<file path="config.mk">
export PLATFORM = sky130hd
export DESIGN_NAME = timeout_timer_bank
export DESIGN_NICKNAME = d
export VERILOG_FILES = /design/src/rtl/ttb_pkg.sv /design/src/rtl/timeout_timer_bank.sv
export SDC_FILE = /design/constraint.sdc
export NUM_CORES = 1
export LEC_CHECK = 0
export ABC_AREA = 1
export BUFFER_PORTS_ARGS = -buffer_cell sky130_fd_sc_hd__buf_2
export CAP_MARGIN = 0
export CORE_MARGIN = 3
export CORE_UTILIZATION = 55
export DETAILED_ROUTE_END_ITERATION = 7
export PLACE_DENSITY = 0.85
export SYNTH_ARGS = -nofsm -noshare
export SYNTH_HDL_FRONTEND = slang
export SYNTH_SLANG_ARGS = --single-unit
</file>
<file path="constraint.sdc">
create_clock -name clk -period 8.3 [get_ports clk]
set_clock_uncertainty 0.15 [all_clocks]
set_input_delay 0 -clock clk [delete_from_list [all_inputs] [get_ports clk]]
set_output_delay 0 -clock clk [all_outputs]
set_load 0.01 [all_outputs]
</file>
<file path="src/rtl/ttb_pkg.sv">
package ttb_pkg;

  // bank size default
  localparam int unsigned DEF_CHANNELS = 8;

  // field widths
  localparam int unsigned OP_W    = 2;
  localparam int unsigned CHAN_W  = 3;
  localparam int unsigned TIME_W  = 32;
  localparam int unsigned TPU_W   = 10;
  localparam int unsigned MASK_W  = 8;

  // stream payload widths, padded to whole bytes
  localparam int unsigned IN_DATA_W  = 40;
  localparam int unsigned OUT_DATA_W = 80;

  // configuration port
  localparam int unsigned CFG_IDX_W  = 4;
  localparam int unsigned CFG_DATA_W = 10;

  // register reset values
  localparam logic [TPU_W-1:0]  TPU_RESET = 10'd100;
  localparam logic [MASK_W-1:0] ADM_RESET = 8'd0;

  // operation codes
  typedef enum logic [OP_W-1:0] {
    OP_TICK    = 2'd0,
    OP_START   = 2'd1,
    OP_DISABLE = 2'd2,
    OP_QUERY   = 2'd3
  } op_t;

  // configuration register indexes
  localparam logic [CFG_IDX_W-1:0] REG_TICKS_PER_UNIT = 4'd0;
  localparam logic [CFG_IDX_W-1:0] REG_AUTO_DISABLE   = 4'd1;

endpackage

</file>
<file path="src/rtl/timeout_timer_bank.sv">
// Bank of CHANNELS one-shot timeout channels. A tick transaction (tuser = tick) advances a
// prescaler, and every ticks_per_unit ticks the 32-bit time-unit counter steps by one; the
// tick then checks every channel through one shared subtract-and-compare unit, one channel
// per cycle, before the finish state hands on its result. Start, disable and query touch
// a single channel and go straight to the finish state. The input side is ready only while
// the sequencer is idle; it becomes idle again once the result has moved into the output
// register, so a new item may be taken while a finished result waits for out_tready.
// Every input transaction gives exactly one result transaction. Configuration writes are
// always accepted and are meant to be made only while the bank is idle.
module timeout_timer_bank #(
  parameter int unsigned CHANNELS = ttb_pkg::DEF_CHANNELS
) (
  input  logic                             clk,
  input  logic                             rst_n,
  // input stream
  input  logic                             in_tvalid,
  output logic                             in_tready,
  // tdata: channel [2:0], duration_units [34:3], zero pad
  input  logic [ttb_pkg::IN_DATA_W-1:0]    in_tdata,
  // tuser: opcode [1:0]
  input  logic [ttb_pkg::OP_W-1:0]         in_tuser,
  // result stream
  output logic                             out_tvalid,
  input  logic                             out_tready,
  // tdata: start_stamp [31:0], start_accepted [32], chan_enabled [33],
  // chan_timed_out [34], expired_map [42:35], present_time [74:43], zero pad
  output logic [ttb_pkg::OUT_DATA_W-1:0]   out_tdata,
  // configuration write
  input  logic                             cfg_valid,
  output logic                             cfg_ready,
  input  logic [ttb_pkg::CFG_IDX_W-1:0]    cfg_index,
  input  logic [ttb_pkg::CFG_DATA_W-1:0]   cfg_data
);

  import ttb_pkg::*;

  localparam int unsigned IDX_W   = (CHANNELS > 1) ? $clog2(CHANNELS) : 1;
  localparam int unsigned MAP_N   = (CHANNELS < MASK_W) ? CHANNELS : MASK_W;
  localparam int unsigned PAD_W   = OUT_DATA_W - (2 * TIME_W + 3 + MASK_W);

  typedef enum logic [1:0] {
    ST_IDLE,
    ST_SWEEP,
    ST_FINISH
  } state_t;

  state_t                 state_r;
  logic [TPU_W-1:0]       tpu_r;
  logic [MASK_W-1:0]      adm_r;
  logic [TPU_W-1:0]       phase_r;
  logic [TIME_W-1:0]      time_r;
  logic [CHANNELS-1:0]    on_r;
  logic [CHANNELS-1:0]    exp_r;
  logic [TIME_W-1:0]      begin_r  [CHANNELS];
  logic [TIME_W-1:0]      length_r [CHANNELS];
  logic [IDX_W-1:0]       sweep_r;
  logic [CHAN_W-1:0]      ch_r;
  logic                   ch_ok_r;
  logic [TIME_W-1:0]      stamp_r;
  logic                   acc_r;
  logic                   out_valid_r;
  logic [OUT_DATA_W-1:0]  out_data_r;

  logic                   in_fire;
  op_t                    in_op;
  logic [CHAN_W-1:0]      in_ch;
  logic [TIME_W-1:0]      in_dur;
  logic                   in_ch_ok;
  logic [IDX_W-1:0]       in_idx;
  logic [IDX_W-1:0]       ch_idx;
  logic [TPU_W-1:0]       limit;
  logic [TPU_W:0]         phase_inc;
  logic                   unit_wrap;
  logic [TPU_W-1:0]       phase_nxt;
  logic [TIME_W-1:0]      time_nxt;
  logic [TIME_W-1:0]      elapsed;
  logic                   chan_hit;
  logic [CHANNELS-1:0]    auto_vec;
  logic [MASK_W-1:0]      map_vec;
  logic                   res_en;
  logic                   res_tmo;
  logic                   out_free;

  // input decode
  assign in_tready = (state_r == ST_IDLE);
  assign in_fire   = in_tvalid && in_tready;
  assign in_op     = op_t'(in_tuser);
  assign in_ch     = in_tdata[CHAN_W-1:0];
  assign in_dur    = in_tdata[CHAN_W +: TIME_W];
  assign in_ch_ok  = (32'(in_ch) < CHANNELS);
  assign in_idx    = IDX_W'(in_ch);
  assign ch_idx    = IDX_W'(ch_r);

  assign cfg_ready = 1'b1;

  // prescaler and time-unit counter
  always_comb begin
    limit     = (tpu_r == '0) ? TPU_W'(1) : tpu_r;
    phase_inc = {1'b0, phase_r} + (TPU_W+1)'(1);
    unit_wrap = (phase_inc >= {1'b0, limit});
    phase_nxt = unit_wrap ? '0 : phase_inc[TPU_W-1:0];
    time_nxt  = time_r + TIME_W'(unit_wrap);
  end

  // per-channel auto-clear bit, only the first eight channels have one
  for (genvar c = 0; c < CHANNELS; c++) begin : g_auto
    if (c < MASK_W) begin : g_has
      assign auto_vec[c] = adm_r[c];
    end else begin : g_none
      assign auto_vec[c] = 1'b0;
    end
  end

  // expired map over the first eight channels
  always_comb begin
    map_vec = '0;
    for (int c = 0; c < MAP_N; c++) begin
      map_vec[c] = on_r[c] && exp_r[c];
    end
  end

  // shared elapsed-time compare for the swept channel
  assign elapsed  = time_r - begin_r[sweep_r];
  assign chan_hit = on_r[sweep_r] && !exp_r[sweep_r] && (elapsed >= length_r[sweep_r]);

  // addressed channel status after the operation
  assign res_en   = ch_ok_r && on_r[ch_idx];
  assign res_tmo  = ch_ok_r && on_r[ch_idx] && exp_r[ch_idx];
  assign out_free = !out_valid_r || out_tready;

  // channel timing and stamp storage, no reset needed
  always_ff @(posedge clk) begin
    if (in_fire && in_op == OP_START && in_ch_ok && !on_r[in_idx]) begin
      begin_r[in_idx]  <= time_r;
      length_r[in_idx] <= in_dur;
    end
  end

  // sequencer, channel flags, registers and output register
  always_ff @(posedge clk) begin
    if (!rst_n) begin
      state_r     <= ST_IDLE;
      tpu_r       <= TPU_RESET;
      adm_r       <= ADM_RESET;
      phase_r     <= '0;
      time_r      <= '0;
      on_r        <= '0;
      exp_r       <= '0;
      sweep_r     <= '0;
      out_valid_r <= 1'b0;
    end else begin
      // configuration writes
      if (cfg_valid) begin
        if (cfg_index == REG_TICKS_PER_UNIT) begin
          tpu_r <= cfg_data[TPU_W-1:0];
        end else if (cfg_index == REG_AUTO_DISABLE) begin
          adm_r <= cfg_data[MASK_W-1:0];
        end
      end

      // output valid: load from the sequencer or drain to the receiver
      if (state_r == ST_FINISH && out_free) begin
        out_valid_r <= 1'b1;
      end else if (out_valid_r && out_tready) begin
        out_valid_r <= 1'b0;
      end

      unique case (state_r)
        ST_IDLE: begin
          if (in_fire) begin
            ch_r    <= in_ch;
            ch_ok_r <= in_ch_ok;
            stamp_r <= '0;
            acc_r   <= 1'b0;
            unique case (in_op)
              OP_TICK: begin
                phase_r <= phase_nxt;
                time_r  <= time_nxt;
                sweep_r <= '0;
                state_r <= ST_SWEEP;
              end
              OP_START: begin
                if (in_ch_ok && !on_r[in_idx]) begin
                  on_r[in_idx]  <= 1'b1;
                  exp_r[in_idx] <= 1'b0;
                  stamp_r       <= time_r;
                  acc_r         <= 1'b1;
                end
                state_r <= ST_FINISH;
              end
              OP_DISABLE: begin
                if (in_ch_ok) begin
                  on_r[in_idx]  <= 1'b0;
                  exp_r[in_idx] <= 1'b0;
                end
                state_r <= ST_FINISH;
              end
              OP_QUERY: begin
                state_r <= ST_FINISH;
              end
              default: state_r <= ST_FINISH;
            endcase
          end
        end

        // one channel per cycle through the shared compare
        ST_SWEEP: begin
          if (chan_hit) begin
            if (auto_vec[sweep_r]) begin
              on_r[sweep_r]  <= 1'b0;
              exp_r[sweep_r] <= 1'b0;
            end else begin
              exp_r[sweep_r] <= 1'b1;
            end
          end
          if (sweep_r == IDX_W'(CHANNELS - 1)) begin
            state_r <= ST_FINISH;
          end else begin
            sweep_r <= sweep_r + IDX_W'(1);
          end
        end

        // hand the result to the output register
        ST_FINISH: begin
          if (out_free) begin
            out_data_r  <= {PAD_W'(0), time_r, map_vec, res_tmo, res_en, acc_r, stamp_r};
            state_r     <= ST_IDLE;
          end
        end

        default: state_r <= ST_IDLE;
      endcase
    end
  end

  assign out_tvalid = out_valid_r;
  assign out_tdata  = out_data_r;

  // an expired flag only ever stands on an enabled channel
  a_exp_on: assert property (@(posedge clk) disable iff (!rst_n)
    (exp_r & ~on_r) == '0)
    else $error("expired flag set on a disabled channel");

  // the time-unit counter moves only on an accepted tick
  a_time_tick: assert property (@(posedge clk) disable iff (!rst_n)
    ($past(rst_n) && time_r != $past(time_r)) |->
      $past(in_fire && in_op == OP_TICK))
    else $error("time counter moved without a tick");

  // a timed-out report always comes with an enabled report
  a_tmo_en: assert property (@(posedge clk) disable iff (!rst_n)
    out_valid_r |-> (!out_data_r[TIME_W+2] || out_data_r[TIME_W+1]))
    else $error("timed out reported on a disabled channel");

  // a nonzero stamp only on an accepted start
  a_stamp_acc: assert property (@(posedge clk) disable iff (!rst_n)
    (out_valid_r && out_data_r[TIME_W-1:0] != '0) |-> out_data_r[TIME_W])
    else $error("start stamp without an accepted start");

endmodule

</file>
== Word-level counts from Yosys, hierarchy flattened ==
Memories as Yosys holds them, arrays and structs flattened. A register that Yosys moved wholly into a read port is not among the register bits.
Cells that the tools add are included.

* Bitwise logic cells: 10
* $add $sub $neg: 4
* Magnitude comparators: 7
* Muxes and demuxes: 48
* Equal/unequal tests: 16
* Reductions and logical operators: 39

{| class="wikitable"
|+ Operators with widths
! operator !! number
|-
| two-way mux 8 bit || 8
|-
| one-hot mux 8 bit (2 select lines) || 4
|-
| adder 32 x 1 -> 32 bit || 1
|-
| AND 8 bit || 4
|-
| greater-or-equal comparator 32 bit || 1
|-
| subtractor 32 bit || 1
|-
| two-way mux 3 bit || 7
|-
| two-way mux 10 bit || 2
|-
| binary-select mux 1 bit (select 3 bit) || 6
|-
| logical AND 1 bit || 18
|-
| NOT 8 bit || 2
|-
| OR 8 bit || 2
|-
| AND reduction 3 bit || 5
|-
| two-way mux 1 bit || 13
|-
| less-than comparator 3 x 4 -> 1 bit, second input constant || 3
|-
| adder 10 x 1 -> 11 bit, second input constant || 1
|-
| greater-or-equal comparator 11 x 10 -> 1 bit || 1
|-
| logical NOT 10 bit || 1
|-
| != test 2 bit, second input constant || 5
|-
| demux 1 bit (select 3 bit) || 2
|-
| == test 2 bit, second input constant || 3
|-
| greater-or-equal comparator 3 x 1 -> 1 bit, second input constant || 2
|-
| two-way mux 2 bit || 3
|-
| one-hot mux 2 bit (3 select lines) || 1
|-
| 21 further kinds || 28
|}

* Memory bits (writable): 512
* Register bits: 193
* Word-level logic and storage cells: 139
* Output and inout bits: 83
* Memories: 2
* Input bits: 61

{| class="wikitable"
|+ Memories
! name !! words !! width !! read ports !! clocked after Yosys merged registers in !! write ports !! line !! text
|-
| begin_r || 8 || 32 || 1 || 1 || 1 || timeout_timer_bank.sv:54 || <nowiki>logic [TIME_W-1:0] begin_r [CHANNELS];</nowiki>
|-
| length_r || 8 || 32 || 1 || 1 || 1 || timeout_timer_bank.sv:55 || <nowiki>logic [TIME_W-1:0] length_r [CHANNELS];</nowiki>
|}

== Logic depth before layout (Yosys ltp) ==
* Depth in word-level cells: 10
* Gate-level depth with buffers: 38
* Gate-level depth less buffers: 34

== Worst setup path before layout ==
Ideal clock, no wire load.

* Kind: flip-flop to flip-flop
* Start point: reg state_r[1]
* End point: reg out_data_r[0] (netlist: out_tdata[0]) (enable)
* Period minus slack after synthesis: 8,458 ps
* Arrival time: 7,616 ps
* Path buffers: 0
* Data required time: 7,457 ps
* Library setup time: 693 ps
* Slack: -158 ps
* Stages on the path, launching flop included: 3
* Cell sequence: dfxtp_1 inv_1 nor4_1

* Word-level cells in the longest chain between the ends: 2

{| class="wikitable"
|+ RTL lines
! what !! line !! text
|-
| start: declaration || timeout_timer_bank.sv:47 || <nowiki>state_t state_r;</nowiki>
|-
| start signal: assignment || timeout_timer_bank.sv:142 || <nowiki>state_r <= ST_IDLE;</nowiki>
|-
| start signal: assignment || timeout_timer_bank.sv:180 || <nowiki>state_r <= ST_SWEEP;</nowiki>
|-
| start signal: assignment || timeout_timer_bank.sv:189 || <nowiki>state_r <= ST_FINISH;</nowiki>
|-
| == test 2 bit || timeout_timer_bank.sv:168 || <nowiki>unique case (state_r)</nowiki>
|-
| AND reduction 3 bit (no source line) || - ||
|-
| end signal: assignment || timeout_timer_bank.sv:226 || <nowiki>out_data_r <= {PAD_W'(0), time_r, map_vec, res_tmo, res_en, acc_r, stamp_r};</nowiki>
|-
| end: declaration || timeout_timer_bank.sv:62 || <nowiki>logic [OUT_DATA_W-1:0] out_data_r;</nowiki>
|}

Every way passes these cells.
A chain may end at the register's enable or synchronous reset.

==> results.json <==
{
  "coreArea_mm2": 0.0540,
  "first_iter_violations": 2716,
  "yosysWarnings": 0,
  "firstDrtPassIters": 6,
  "tns_ns": 0,
  "syn_inst": 2583,
  "die_y_um": 240,
  "drc": 0,
  "avgSynthCellArea_um2": 11.7,
  "cap_violations": 0,
  "ant_nets": 0,
  "fill_cells": 3767,
  "dp.cells": 3311,
  "worst-path-max-fanout": 107,
  "ir_drop_mv": 0.165,
  "cts_tree": "built",
  "htreeDepth": 3,
  "antenna_found_initial": 0,
  "postLayoutCoreUtil_pct": 63.8,
  "vias_per_cell": 6.20,
  "grt_pass1_wl_um": 119000,
  "synth-edff-count": 623,
  "stdcell_count": 3509,
  "vias": 21800,
  "cts_root_buffer": "clkbuf_16",
  "power_leakage_nw": 12.5,
  "whs_ns": 0.0579,
  "totalWireLength_um": 77700,
  "gr-usage-all-layers_pct": 26.7,
  "cp-start-kind": "register",
  "syn-cell-area_mm2": 0.0301,
  "setup_violations": 0,
  "crit_arrival_ns": 6.92,
  "grt_max_degree": 140,
  "cts_buffers": 69,
  "nNetsFinal": 2903,
  "fin_crit_sh_pct": 78.8,
  "cts.sinks": 708,
  "clk_pin_slew_ns": 0.06,
  "ios": 144,
  "chipWidth_um": 240,
  "worstMarginPinSlew_ns": 1.27,
  "port_buffers": 132,
  "cts_resized": 0,
  "yosysUniqueCellTypes": 52,
  "rrSetupSlack_ns": 1.76,
  "status": "complete, no violations",
  "clkLatencyLatePin_ns": 0.61,
  "yosys_most_used_dff": "edfxtp_1",
  "area_growth_pct": 14.4,
  "dpl.hpwl_um": 44900,
  "grt_pass1_vias": 21500,
  "multi_input_area_mm2": 0.00870,
  "slew_violations": 0,
  "endpoint_kind": "register",
  "cts_buffer_depth": 3,
  "rows": 85,
  "overflow": 0,
  "critical_path_class": "register to register",
  "hold_class": "input port to register",
  "min_period_ns": 6.54,
  "wl_per_cell_um": 22.1,
  "initial_utilization_pct": 55.7,
  "power_density_mw_per_mm2": 218,
  "die_area_mm2": 0.0576,
  "rsz0062_at_grt": "false",
  "hold_viol": 0,
  "drive_gt1_share_pct": 10.6,
  "min_from": "in_tdata[17]",
  "fmax_mhz": 153,
  "seqCellArea_mm2": 0.0204,
  "synth-seq-cells": 708,
  "slew-limit-headroom_pct": 14.8,
  "gp_congestion": 0.914,
  "cp.required_ns": 8.68,
  "synthArstFlopShare_pct": 0,
  "yosysSeqAreaShare_pct": 67.8,
  "cts_setup_buffers": 0
}
-- cell families (layout without fill, tap and decap cells) --
kind of cell / count (synthesis) / count (layout) / share of synthesized area [%]
buf+inv: 280 / 505 / 3.65
other cells: 2 / 7 / 0.0249
flops: 708 / 708 / 67.8
xor+xnor: 46 / 46 / 1.34
fa+ha+maj: 80 / 80 / 3.35
compound gates: 688 / 688 / 12.9
simple gates: 779 / 779 / 11.0
-- sequential cells by signal, indices dropped and copies added, names as in the netlist, named ones only --
name	cells
begin_r	256
length_r	256
out_tdata	75
stamp_r	32
time_r	32
phase_r	10
tpu_r	10
adm_r	8
ch_idx	3
sweep_r	3
state_r	2
acc_r	1
out_tvalid	1
-- critical path, cell delays in order, from the launching register on --
cell,delay (ns)
dfxtp_4,0.87
inv_6,0.45
buf_12,0.37
o21ai_0,0.25
o22ai_1,0.10
o21ai_0,0.37
ha_1,0.32
nand3_1,0.08
nand2_1,0.09
a21oi_1,0.29
o21ai_1,0.16
a21boi_1,0.40
o21ai_0,0.18
xor2_1,0.18
ha_1,0.31
nand2_1,0.05
nor2_1,0.13
nand4_1,0.13
nor4_1,0.23
nand2_1,0.10
nand2_1,0.17
nand2_1,0.09
nand2_2,0.37
nand4_1,0.20
nand2_1,0.15
nand2_1,0.06
nor2_1,0.13
-- placed cells by master (no fill, tap or decap), types with 4 or more instances in the layout --
master / instances
bufinv_16: 4
xnor2_1: 11
nor2_4: 14
nor3_1: 20
conb_1: 6
nand3_1: 62
buf_4: 23
o22ai_1: 75
nor4_1: 10
clkbuf_8: 7
o221ai_1: 65
ha_1: 79
xor2_1: 35
clkbuf_1: 14
clkbuf_16: 74
o21a_1: 6
nor2_2: 4
nand3_2: 4
edfxtp_1: 623
a31oi_1: 7
clkinv_1: 10
o21ai_0: 380
dlygate4sd3_1: 76
a21oi_1: 121
dfxtp_1: 82
clkinv_2: 10
nand4_1: 28
o31ai_1: 8
nand2_1: 214
buf_2: 132
o21ai_1: 10
nor2_1: 404
inv_1: 143
-- timing repair --
action,4_1_cts,5_1_grt
endpoints found under the setup margin,0,0
endpoints found under the hold margin,356,0
hold buffers,76,0
-- layout make-up --
| cell class | instances | share of cell area, % |
|---|---|---|
| Timing Repair Buffer | 233 | 4.74 |
| Clock buffer | 95 | 5.81 |
| Inverter | 151 | 1.66 |
| Clock inverter | 26 | 0.752 |
| Tap cell | 696 | 2.53 |
| Antenna cell | 1 | 0.00726 |
| Multi-Input combinational cell | 1599 | 25.3 |
| Sequential cell | 708 | 59.3 |
-- path summary, 6_finish.rpt --
kind | end | cells after the start
min | length_r[4][14]$_DFFE_PP_ | 2
max | register | 26
min reg2reg | out_tdata[27]$_DFFE_PP_ | 0
max reg2reg | register | 26
-- Yosys cell counts (8+ instances only) --
library cell,n,area (µm²)
dfxtp_1,85,1700
o221ai_1,65,569
inv_1,145,544
o22ai_1,75,469
ha_1,79,988
nor3_1,20,100
nor2_1,413,1550
xnor2_1,11,96.3
buf_2,10,50.1
o21ai_0,380,1900
o21ai_1,10,50.1
nand4_1,28,175
buf_1,13,48.8
edfxtp_1,623,18700
buf_4,9,67.6
nand3_1,62,310
clkbuf_1,97,364
a21oi_1,121,606
xor2_1,35,307
nor4_1,11,68.8
nand2_1,214,803
o31ai_1,8,60.1
-- per-stage QoR --
| step | instance area [µm²] | total power [mW] | setup WS, ns |
|---|---|---|---|
| finish | 34500 | 7.51 | 1.76 |
| global route | 34500 | 7.70 | 1.24 |
| CTS | 34500 | 7.51 | 1.90 |
| detailed placement | 31400 | 4.41 | 2.02 |
| global placement | 31400 | 4.39 | 2.19 |
| floorplan | 30100 | 4.27 | 3.00 |
-- layer usage --
layer | up-vias | wire length [µm] | track usage [%]
li1 | 9735 | - | -
met4 | 0 | 2690 | 10.7
met3 | 225 | 7600 | 5.12
met5 | - | 0 | 0
met2 | 1310 | 37900 | 43.9
met1 | 10500 | 29500 | 35.2
-- power by group --
part	internal, mW	switching (mW)
clock	1.82	1.31
sequential	3.89	0.0266
combinational	0.144	0.321
Note: power is estimated with default switching activity, not from simulation.
